--- src/hdl/packet_descriptor_ring_manager_defines.svh ---
// Assertion macros for the packet descriptor ring manager.
// Included by files that carry concurrent assertions; depends on nothing.
`ifndef PACKET_DESCRIPTOR_RING_MANAGER_DEFINES_SVH
`define PACKET_DESCRIPTOR_RING_MANAGER_DEFINES_SVH

`ifndef SYNTH
// Same-cycle implication, disabled during reset.
`define PDRM_ASSERT_NOW(lbl, clk, rst_n, ante, cons) \
    lbl: assert property (@(posedge clk) disable iff (!rst_n) (ante) |-> (cons)) \
        else $error("assertion failed");
// Next-cycle implication, disabled during reset.
`define PDRM_ASSERT_NEXT(lbl, clk, rst_n, ante, cons) \
    lbl: assert property (@(posedge clk) disable iff (!rst_n) (ante) |=> (cons)) \
        else $error("assertion failed");
`else
`define PDRM_ASSERT_NOW(lbl, clk, rst_n, ante, cons)
`define PDRM_ASSERT_NEXT(lbl, clk, rst_n, ante, cons)
`endif

`endif

--- src/hdl/pdrm_pkg.sv ---
// Package for the packet descriptor ring manager: sizes, codes and payload types.
// Used by the top level; depends on nothing.
`default_nettype none
package pdrm_pkg;

    localparam int MAX_SLOTS   = 64;
    localparam int SLOT_BITS   = $clog2(MAX_SLOTS);
    localparam int CNT_BITS    = $clog2(MAX_SLOTS + 1);
    localparam int OFFSET_BITS = 16;
    localparam int SIZE_BITS   = 16;
    localparam int CFG_IDX_BITS  = 2;
    localparam int CFG_DATA_BITS = 16;

    // Configuration register indexes.
    localparam logic [CFG_IDX_BITS-1:0] CFG_SLOT_COUNT = 2'd0;
    localparam logic [CFG_IDX_BITS-1:0] CFG_RING_BYTES = 2'd1;

    // Command modes.
    localparam logic MODE_WRITE = 1'b0;
    localparam logic MODE_READ  = 1'b1;

    typedef enum logic [1:0] {
        ST_OK        = 2'd0,
        ST_EMPTY     = 2'd1,
        ST_TOO_SMALL = 2'd2,
        ST_BAD_SIZE  = 2'd3
    } t_status;

    typedef struct packed {
        logic                 mode;
        logic [SIZE_BITS-1:0] pkt_len;
    } t_pdrm_in;

    typedef struct packed {
        t_status                status;
        logic [5:0]             slot;
        logic [15:0]            byte_offset;
        logic [15:0]            byte_count;
    } t_pdrm_out;

endpackage
`default_nettype wire

--- src/hdl/packet_descriptor_ring_manager.sv ---
// Top level of the packet descriptor ring manager: control, valid flags
// and descriptor memory. Depends on pdrm_pkg and the assertion macro header.
//
// Usage: a command (write a packet or read the next one) is taken at a
// rising edge with i_start high and o_busy low. Each command gives exactly
// one result on o_result, marked by o_result_valid for one cycle; the
// receiver cannot hold it off. Configuration (slot count, ring size) is
// written on i_cfg_we / i_cfg_index / i_cfg_data, one register per edge.
// Timing: writes, bad sizes and empty reads finish in the accept cycle and
// the result shows in the next cycle; a new command is taken at once.
// A read that finds a packet scans the valid flags in the accept cycle and
// reads the descriptor memory in the next one (S_RDATA), so o_busy is high
// for that one cycle and its result shows in the cycle after it.
// Sustained rate is one command per cycle for writes, bad sizes and empty
// reads; a read that finds a packet holds off the next command while o_busy
// is high, since the descriptor memory has a registered read port.
// Reset clears all valid flags, pointers, the held slot and the write
// offset at once; no clearing pass is needed. The descriptor memory is
// not reset.
`default_nettype none
`include "packet_descriptor_ring_manager_defines.svh"
module packet_descriptor_ring_manager (
    input  wire logic                                 i_clk,
    input  wire logic                                 i_rst_n,
    input  wire logic                                 i_start,
    output logic                                      o_busy,
    input  wire pdrm_pkg::t_pdrm_in                   i_cmd,
    output logic                                      o_result_valid,
    output pdrm_pkg::t_pdrm_out                       o_result,
    input  wire logic                                 i_cfg_we,
    input  wire logic [pdrm_pkg::CFG_IDX_BITS-1:0]    i_cfg_index,
    input  wire logic [pdrm_pkg::CFG_DATA_BITS-1:0]   i_cfg_data
);
    import pdrm_pkg::*;

    typedef enum logic [1:0] {
        S_IDLE  = 2'b01,
        S_RDATA = 2'b10
    } t_state;

    // Control state.
    t_state                 r_state, n_state;
    logic [MAX_SLOTS-1:0]   r_slot_valid, n_slot_valid;
    logic [SLOT_BITS-1:0]   r_write_slot, n_write_slot;
    logic [SLOT_BITS-1:0]   r_read_slot, n_read_slot;
    logic [SLOT_BITS-1:0]   r_held_slot, n_held_slot;
    logic                   r_held_valid, n_held_valid;
    logic [OFFSET_BITS-1:0] r_write_offset, n_write_offset;
    logic [CNT_BITS-1:0]    r_slot_count;
    logic [15:0]            r_ring_bytes;
    logic                   r_res_valid, n_res_valid;
    t_pdrm_out              r_result, n_result;
    // Read phase payload.
    logic [SLOT_BITS-1:0]   r_rd_slot, n_rd_slot;
    logic [SIZE_BITS-1:0]   r_rd_cap, n_rd_cap;

    // Descriptor memory: {offset, size} per slot.
    logic [OFFSET_BITS+SIZE_BITS-1:0] r_desc_mem [MAX_SLOTS];
    logic [OFFSET_BITS+SIZE_BITS-1:0] r_desc_q;
    logic                             mem_we, mem_re;
    logic [SLOT_BITS-1:0]             mem_waddr, mem_raddr;
    logic [OFFSET_BITS+SIZE_BITS-1:0] mem_wdata;

    logic                   accept;
    logic [CNT_BITS-1:0]    slots_used;
    logic [MAX_SLOTS-1:0]   in_use_mask, from_start_mask;
    logic [MAX_SLOTS-1:0]   valid_freed, cand_all, cand_hi;
    logic [SLOT_BITS-1:0]   first_all, first_hi, found_slot;
    logic                   found;
    logic [SLOT_BITS-1:0]   wr_start, wr_slot, rd_start;
    logic [OFFSET_BITS:0]   end_sum, new_sum;
    logic [OFFSET_BITS-1:0] place_off;
    logic [SIZE_BITS-1:0]   req_size;
    logic [SIZE_BITS-1:0]   desc_size;
    logic [OFFSET_BITS-1:0] desc_off;

    // Next slot with wrap at the number of slots in use.
    function automatic logic [SLOT_BITS-1:0] next_slot(
        input logic [SLOT_BITS-1:0] s,
        input logic [CNT_BITS-1:0]  n
    );
        logic [CNT_BITS-1:0] sum;
        sum = {{(CNT_BITS-SLOT_BITS){1'b0}}, s} + CNT_BITS'(1);
        return (sum >= n) ? '0 : sum[SLOT_BITS-1:0];
    endfunction

    // Lowest set bit of a flag vector.
    function automatic logic [SLOT_BITS-1:0] lowest_set(input logic [MAX_SLOTS-1:0] v);
        logic [SLOT_BITS-1:0] idx;
        idx = '0;
        for (int i = MAX_SLOTS - 1; i >= 0; i--) begin
            if (v[i]) begin
                idx = SLOT_BITS'(i);
            end
        end
        return idx;
    endfunction

    assign accept   = i_start && (r_state == S_IDLE);
    assign req_size = i_cmd.pkt_len;

    // Slot count clamped to 1..MAX_SLOTS.
    always_comb begin
        if (r_slot_count == '0) begin
            slots_used = CNT_BITS'(1);
        end else if (r_slot_count > CNT_BITS'(MAX_SLOTS)) begin
            slots_used = CNT_BITS'(MAX_SLOTS);
        end else begin
            slots_used = r_slot_count;
        end
    end

    // Start points, with pointers past the slot count acting as slot 0.
    assign wr_start = ({1'b0, r_write_slot} >= slots_used) ? '0 : r_write_slot;
    assign rd_start = ({1'b0, r_read_slot} >= slots_used) ? '0 : r_read_slot;
    assign wr_slot  = (r_held_valid && (wr_start == r_held_slot)) ?
                      next_slot(wr_start, slots_used) : wr_start;

    // Find the next valid slot at or after the read pointer, with wrap.
    always_comb begin
        valid_freed = r_slot_valid;
        if (r_held_valid) begin
            valid_freed[r_held_slot] = 1'b0;
        end
        for (int i = 0; i < MAX_SLOTS; i++) begin
            in_use_mask[i]     = (CNT_BITS'(i) < slots_used);
            from_start_mask[i] = (SLOT_BITS'(i) >= rd_start);
        end
        cand_all   = valid_freed & in_use_mask;
        cand_hi    = cand_all & from_start_mask;
        first_all  = lowest_set(cand_all);
        first_hi   = lowest_set(cand_hi);
        found      = (cand_all != '0);
        found_slot = (cand_hi != '0) ? first_hi : first_all;
    end

    // Packet placement in the byte ring.
    always_comb begin
        end_sum   = {1'b0, r_write_offset} + {1'b0, req_size};
        place_off = (end_sum > {1'b0, r_ring_bytes}) ? '0 : r_write_offset;
        new_sum   = {1'b0, place_off} + {1'b0, req_size};
        if (new_sum >= {1'b0, r_ring_bytes}) begin
            new_sum = new_sum - {1'b0, r_ring_bytes};
        end
    end

    assign desc_off  = r_desc_q[OFFSET_BITS+SIZE_BITS-1:SIZE_BITS];
    assign desc_size = r_desc_q[SIZE_BITS-1:0];

    // Command sequencing and state update.
    always_comb begin
        n_state        = r_state;
        n_slot_valid   = r_slot_valid;
        n_write_slot   = r_write_slot;
        n_read_slot    = r_read_slot;
        n_held_slot    = r_held_slot;
        n_held_valid   = r_held_valid;
        n_write_offset = r_write_offset;
        n_res_valid    = 1'b0;
        n_result       = r_result;
        n_rd_slot      = r_rd_slot;
        n_rd_cap       = r_rd_cap;
        mem_we         = 1'b0;
        mem_re         = 1'b0;
        mem_waddr      = wr_slot;
        mem_raddr      = found_slot;
        mem_wdata      = {place_off, req_size};
        case (r_state)
            S_IDLE: begin
                if (accept) begin
                    if (i_cmd.mode == MODE_WRITE) begin
                        if ((req_size == '0) || (req_size > r_ring_bytes)) begin
                            n_result    = '{ST_BAD_SIZE, '0, '0, '0};
                            n_res_valid = 1'b1;
                        end else begin
                            mem_we                = 1'b1;
                            n_slot_valid[wr_slot] = 1'b1;
                            n_write_slot          = next_slot(wr_slot, slots_used);
                            n_write_offset        = new_sum[OFFSET_BITS-1:0];
                            n_result    = '{ST_OK, wr_slot, place_off, req_size};
                            n_res_valid = 1'b1;
                        end
                    end else if (req_size == '0) begin
                        n_result    = '{ST_BAD_SIZE, '0, '0, '0};
                        n_res_valid = 1'b1;
                    end else begin
                        // Free the held slot, then take the next valid one.
                        n_slot_valid = valid_freed;
                        n_held_valid = 1'b0;
                        if (!found) begin
                            n_result    = '{ST_EMPTY, '0, '0, '0};
                            n_res_valid = 1'b1;
                        end else begin
                            mem_re       = 1'b1;
                            n_held_slot  = found_slot;
                            n_held_valid = 1'b1;
                            n_read_slot  = next_slot(found_slot, slots_used);
                            n_rd_slot    = found_slot;
                            n_rd_cap     = req_size;
                            n_state      = S_RDATA;
                        end
                    end
                end
            end
            S_RDATA: begin
                // Descriptor data is back from memory.
                n_result.status      = (r_rd_cap >= desc_size) ? ST_OK : ST_TOO_SMALL;
                n_result.slot        = r_rd_slot;
                n_result.byte_offset = desc_off;
                n_result.byte_count  = desc_size;
                n_res_valid          = 1'b1;
                n_state              = S_IDLE;
            end
            default: begin
                n_state = S_IDLE;
            end
        endcase
    end

    // Control registers.
    always_ff @(posedge i_clk) begin
        if (!i_rst_n) begin
            r_state        <= S_IDLE;
            r_slot_valid   <= '0;
            r_write_slot   <= '0;
            r_read_slot    <= '0;
            r_held_slot    <= '0;
            r_held_valid   <= 1'b0;
            r_write_offset <= '0;
            r_res_valid    <= 1'b0;
            r_slot_count   <= CNT_BITS'(MAX_SLOTS);
            r_ring_bytes   <= 16'hFFFF;
        end else begin
            r_state        <= n_state;
            r_slot_valid   <= n_slot_valid;
            r_write_slot   <= n_write_slot;
            r_read_slot    <= n_read_slot;
            r_held_slot    <= n_held_slot;
            r_held_valid   <= n_held_valid;
            r_write_offset <= n_write_offset;
            r_res_valid    <= n_res_valid;
            if (i_cfg_we) begin
                case (i_cfg_index)
                    CFG_SLOT_COUNT: r_slot_count <= i_cfg_data[CNT_BITS-1:0];
                    CFG_RING_BYTES: r_ring_bytes <= i_cfg_data[15:0];
                    default: ;
                endcase
            end
        end
    end

    // Payload registers.
    always_ff @(posedge i_clk) begin
        r_result  <= n_result;
        r_rd_slot <= n_rd_slot;
        r_rd_cap  <= n_rd_cap;
    end

    // Descriptor memory: one write port, one registered read port.
    always_ff @(posedge i_clk) begin
        if (mem_we) begin
            r_desc_mem[mem_waddr] <= mem_wdata;
        end
        if (mem_re) begin
            r_desc_q <= r_desc_mem[mem_raddr];
        end
    end

    assign o_busy         = (r_state == S_RDATA);
    assign o_result_valid = r_res_valid;
    assign o_result       = r_result;

    // The memory read phase always ends with a result in the next cycle.
    `PDRM_ASSERT_NEXT(a_rdata_gives_result, i_clk, i_rst_n, r_state == S_RDATA, o_result_valid && !o_busy)
    // A slot held by the reader stays valid until the next nonzero-size read frees it.
    `PDRM_ASSERT_NOW(a_held_is_valid, i_clk, i_rst_n, r_held_valid, r_slot_valid[r_held_slot])
    // Empty and bad-size results carry zero fields.
    `PDRM_ASSERT_NOW(a_zero_fields, i_clk, i_rst_n, o_result_valid && ((o_result.status == ST_EMPTY) || (o_result.status == ST_BAD_SIZE)), (o_result.slot == '0) && (o_result.byte_offset == '0) && (o_result.byte_count == '0))
    // No command is taken during the read phase, and S_RDATA always returns to S_IDLE.
    `PDRM_ASSERT_NEXT(a_busy_one_cycle, i_clk, i_rst_n, o_busy, !o_busy)

endmodule
`default_nettype wire

--- config.mk ---
export PLATFORM = sky130hd
export DESIGN_NAME = packet_descriptor_ring_manager
export DESIGN_NICKNAME = d
export VERILOG_FILES = /design/src/hdl/pdrm_pkg.sv /design/src/hdl/packet_descriptor_ring_manager.sv
export VERILOG_INCLUDE_DIRS = /design/src /design/src/hdl
export SDC_FILE = /design/constraint.sdc
export NUM_CORES = 2
export LEC_CHECK = 0
export ABC_AREA = 1
export BUFFER_PORTS_ARGS = -buffer_cell sky130_fd_sc_hd__buf_2
export CAP_MARGIN = 20
export CORE_UTILIZATION = 44
export CTS_CLUSTER_SIZE = 12
export DETAILED_ROUTE_END_ITERATION = 8
export PLACE_DENSITY = 0.6
export SETUP_SLACK_MARGIN = 0.4
export SLEW_MARGIN = 20
export SYNTH_ARGS = -nofsm -noshare
export SYNTH_HDL_FRONTEND = slang
export SYNTH_SLANG_ARGS = --single-unit
--- constraint.sdc ---
create_clock -name i_clk -period 15.8 [get_ports i_clk]
set_clock_uncertainty 0.2 [all_clocks]
set_input_delay 0.79 -clock i_clk [delete_from_list [all_inputs] [get_ports i_clk]]
set_output_delay 0.79 -clock i_clk [all_outputs]
set_load 0.005 [all_outputs]
==> out/qor.log <==
INFO  floorplan      num_rows=179
INFO  yosys          synth_enable_flop_cells=2142
INFO  cells_and_area drive_gt1_frac=0.06918
INFO  flow_run       number_of_violations_of_the_max_capacitance_limit=0
INFO  worst_hold_path min_delay_path_depth=3
INFO  yosys          postSynthAreaPerCell=10.37squm
INFO  sta            finalWorstPathRequiredPeriod=10.73ns
INFO  setup_path     crit_path_top_delay_cell=buf_4
INFO  clock_tree     path_clk_slew=0.06ns
INFO  status         status=finished clean
INFO  yosys          yosysTopAreaCell=edfxtp_1
INFO  grt            gr-total-overflow=0
INFO  yosys          syn_area=106000squm
INFO  yosys          postSynthCellCount=10220
INFO  yosys          top_cell_type_s_share_of_synthesized_area=0.6068
INFO  power          ir_drop=0.09890mV
INFO  grt            largest_net_degree_at_the_start_of_global_routing=209
INFO  clock_tree     post_cts_resize_count=0
INFO  floorplan      top_level_ports=81
INFO  grt            grt_first_pass_wirelength=516200microns
INFO  sta            slew_headroom=0.1458
INFO  yosys          async_reset_ff_frac=0
INFO  sta            worst_pin_slew=1.277ns
INFO  clock_tree     clock_tree.root_cell=clkbuf_16
INFO  grt            initial_antenna_violation_count=28
INFO  setup_path     startpoint_kind_of_the_worst_setup_timing_path=flop
INFO  floorplan      floorplan.initialDensity=0.4440
INFO  clock_tree     tritoncts=built
INFO  power          cellLeakagePower=0.04517uW
INFO  yosys          synthMostInstantiatedCell=nand3_1
INFO  yosys          ys_seq_area_frac=0.6304
INFO  sta            rsz0062_at_grt=false
INFO  yosys          synth.top_cells.by_area=edfxtp_1, nand3_1, nand2_1
INFO  yosys          netlist_top_cells_count=nand3_1, edfxtp_1, nand2_1, inv_1, nand3b_1
INFO  detailed_routing wl_per_cell=26.71microns
INFO  clock_tree     htree_num_levels=4
INFO  setup_path     max_stage_delay=0.91ns
INFO  worst_hold_path hold_class=input pin to flop
INFO  clock_tree     worstSkewPairLatency=0.90ns
INFO  floorplan      die_span_in_y=492.8microns
INFO  floorplan      fp.dieArea=242900squm
INFO  sta            timing_hold_violations_final=0
INFO  placement      place.port_buffers=80
INFO  setup_path     reg2reg_slack=5.07ns
INFO  clock_tree     clock_path_buffers=3
INFO  sta            finalSetupViolations=0
INFO  sta            share_of_the_clock_period_used_by_the_worst_path_after_layout=0.6793
INFO  grt            first_global_vias=73214
INFO  setup_path     data_required_time_of_the_critical_path=16.23ns
INFO  grt            grt_util_all_layers=0.2907
INFO  cells_and_area areaGrowthSynthToFinish=10.17%
INFO  setup_path     crit_top_cell=nand2_1
INFO  placement      place_hpwl=202500microns
INFO  yosys          yosys_warnings=0
INFO  placement      routabilityCongestion=0.9361
INFO  floorplan      floorplan.die.width=492.8microns
INFO  yosys          post_synthesis_net_count=10396
INFO  setup_path     crit_path_max_fanout=203
INFO  detailed_routing detail_route.iter0.violations=10042
INFO  cells_and_area nFillCells=21576
INFO  yosys          yosysUniqueCellTypes=63
INFO  detailed_routing drt_wl_total=359700microns
INFO  detailed_routing via_count=78523
INFO  power          power_density=112.6nW/um^2
INFO  sta            max_clock_freq=0.09317GHz
INFO  detailed_routing drtAntennaViolNets=0
INFO  sta            timing.hold.ws=0.07520ns
INFO  detailed_routing drc_viols=0
INFO  setup_path     setup.worst_path.end_class=flop
INFO  setup_path     timing.reg2reg.worst_path_depth=88
INFO  clock_tree     cts_num_sinks=2267
INFO  setup_path     worstPathArrival=11.17ns
INFO  yosys          synthFlopType=edfxtp_1
INFO  floorplan      core_area=238700squm
INFO  detailed_routing vias_per_cell=5.832
INFO  cells_and_area design.final.nets=10298
INFO  detailed_routing drt-pass1-iter-count=6
INFO  clock_tree     cts_setup_buffers=0
INFO  yosys          ys_seq_elements=2267
INFO  setup_path     worst_path_class_setup=flop to flop
INFO  sta            finalSetupTns=0ns
INFO  clock_tree     number_of_buffers_created_by_cts=230
INFO  sta            report.final.slew_viol_count=0
## kinds of logic after synthesis
family / Yosys count / synth area share
AO/OA/AOI/OAI: 558 / 0.03315
XOR/XNOR: 48 / 0.003966
adder cells (fa/ha/maj): 137 / 0.01638
buffers and inverters: 2141 / 0.08003
flip-flops: 2267 / 0.6304
AND/OR/NAND/NOR: 5069 / 0.2361
## final cells by class
class                           instances  area, sq um  area share
Multi-Input combinational cell       5812        31120      0.2665
Timing Repair Buffer                  294         2257     0.01933
Clock inverter                         86        714.4    0.006118
Antenna cell                            6        15.01   0.0001286
Sequential cell                      2267        66820      0.5722
Inverter                             1517         5733     0.04909
Clock buffer                          316         6152     0.05268
Tap cell                             3167         3963     0.03393
## sequential cells by signal, summed over array words and instances (netlist names), 2 cells and up
signal          count
r_state             2
r_write_offset     16
r_slot_count        7
r_write_slot        6
o_result           40
r_rd_cap           16
r_read_slot         6
r_desc_q           32
r_slot_valid       64
r_held_slot         6
r_rd_slot           6
r_desc_mem       2048
r_ring_bytes       16
## stage by stage
| stage | worst slack, ns | total power (uW) | utilization | std cells | cell area, sq um |
|---|---|---|---|---|---|
| 2_1_floorplan | 7.124 | 7579 | - | 10220 | 106000 |
| 3_3_place_gp | 5.126 | 8078 | 0.4598 | 13046 | 109800 |
| 3_5_place_dp | 4.972 | 8096 | 0.4598 | 13046 | 109800 |
| 4_1_cts | 5.350 | 13170 | 0.4890 | 13458 | 116700 |
| 5_1_grt | 4.021 | 13500 | 0.4891 | 13459 | 116800 |
| 6_report | 5.067 | 13150 | 0.4891 | 13465 | 116800 |
## layer usage
layer  part of all wire  vias up  GRT usage
met2               0.44     4209     0.4398
met1               0.41    38567     0.4057
met3               0.10      757    0.05055
met4              0.053       14     0.1404
met5            0.00024        -          0
li1                   -    34976          -
## path summary, 6_finish.rpt
check | start | endpoint
worst min-delay path | i_cfg_data[5] | r_ring_bytes[5]$_SDFFE_PN1P_
worst max-delay path | r_slot_count[2]$_SDFFE_PN0P_ | r_desc_q[28]$_DFFE_PP_
worst max register to register | r_slot_count[2]$_SDFFE_PN0P_ | r_desc_q[28]$_DFFE_PP_
worst min register to register | r_slot_valid[62]$_SDFFE_PN0P_ | r_slot_valid[62]$_SDFFE_PN0P_
## timing repair
| item | 4_1_cts | 5_1_grt |
|---|---|---|
| setup endpoints to repair | 0 | 0 |
| hold endpoints to repair | 10 | 0 |
| hold buffers | 10 | 0 |
## power by group
group          switching (uW)  internal (uW)  total [uW]
Clock                    2330           2810        5140
Sequential               29.0           6690        6720
Combinational             976            311        1290
Total                    3330           9810       13100
## worst max-delay path, delay by kind of cell, from the launching register on
kind	cells	cell delay [ns]
simple gates	77	5.74
buf+inv	8	2.89
compound gates	2	0.46
flops	1	0.43
fa+ha+maj	1	0.30
## layout by cell type (no fill, tap or decap), drive strengths merged, types with 89 or more instances in the layout
cell / instances
clkbuf: 316
dfxtp: 125
nor2: 239
ha: 134
nor3: 123
inv: 1506
edfxtp: 2142
clkinv: 89
buf: 284
nand3: 2237
a21oi: 153
nand2: 1684
o21ai: 136
nand3b: 755
No activity file was read; power rests on OpenSTA's default activity.
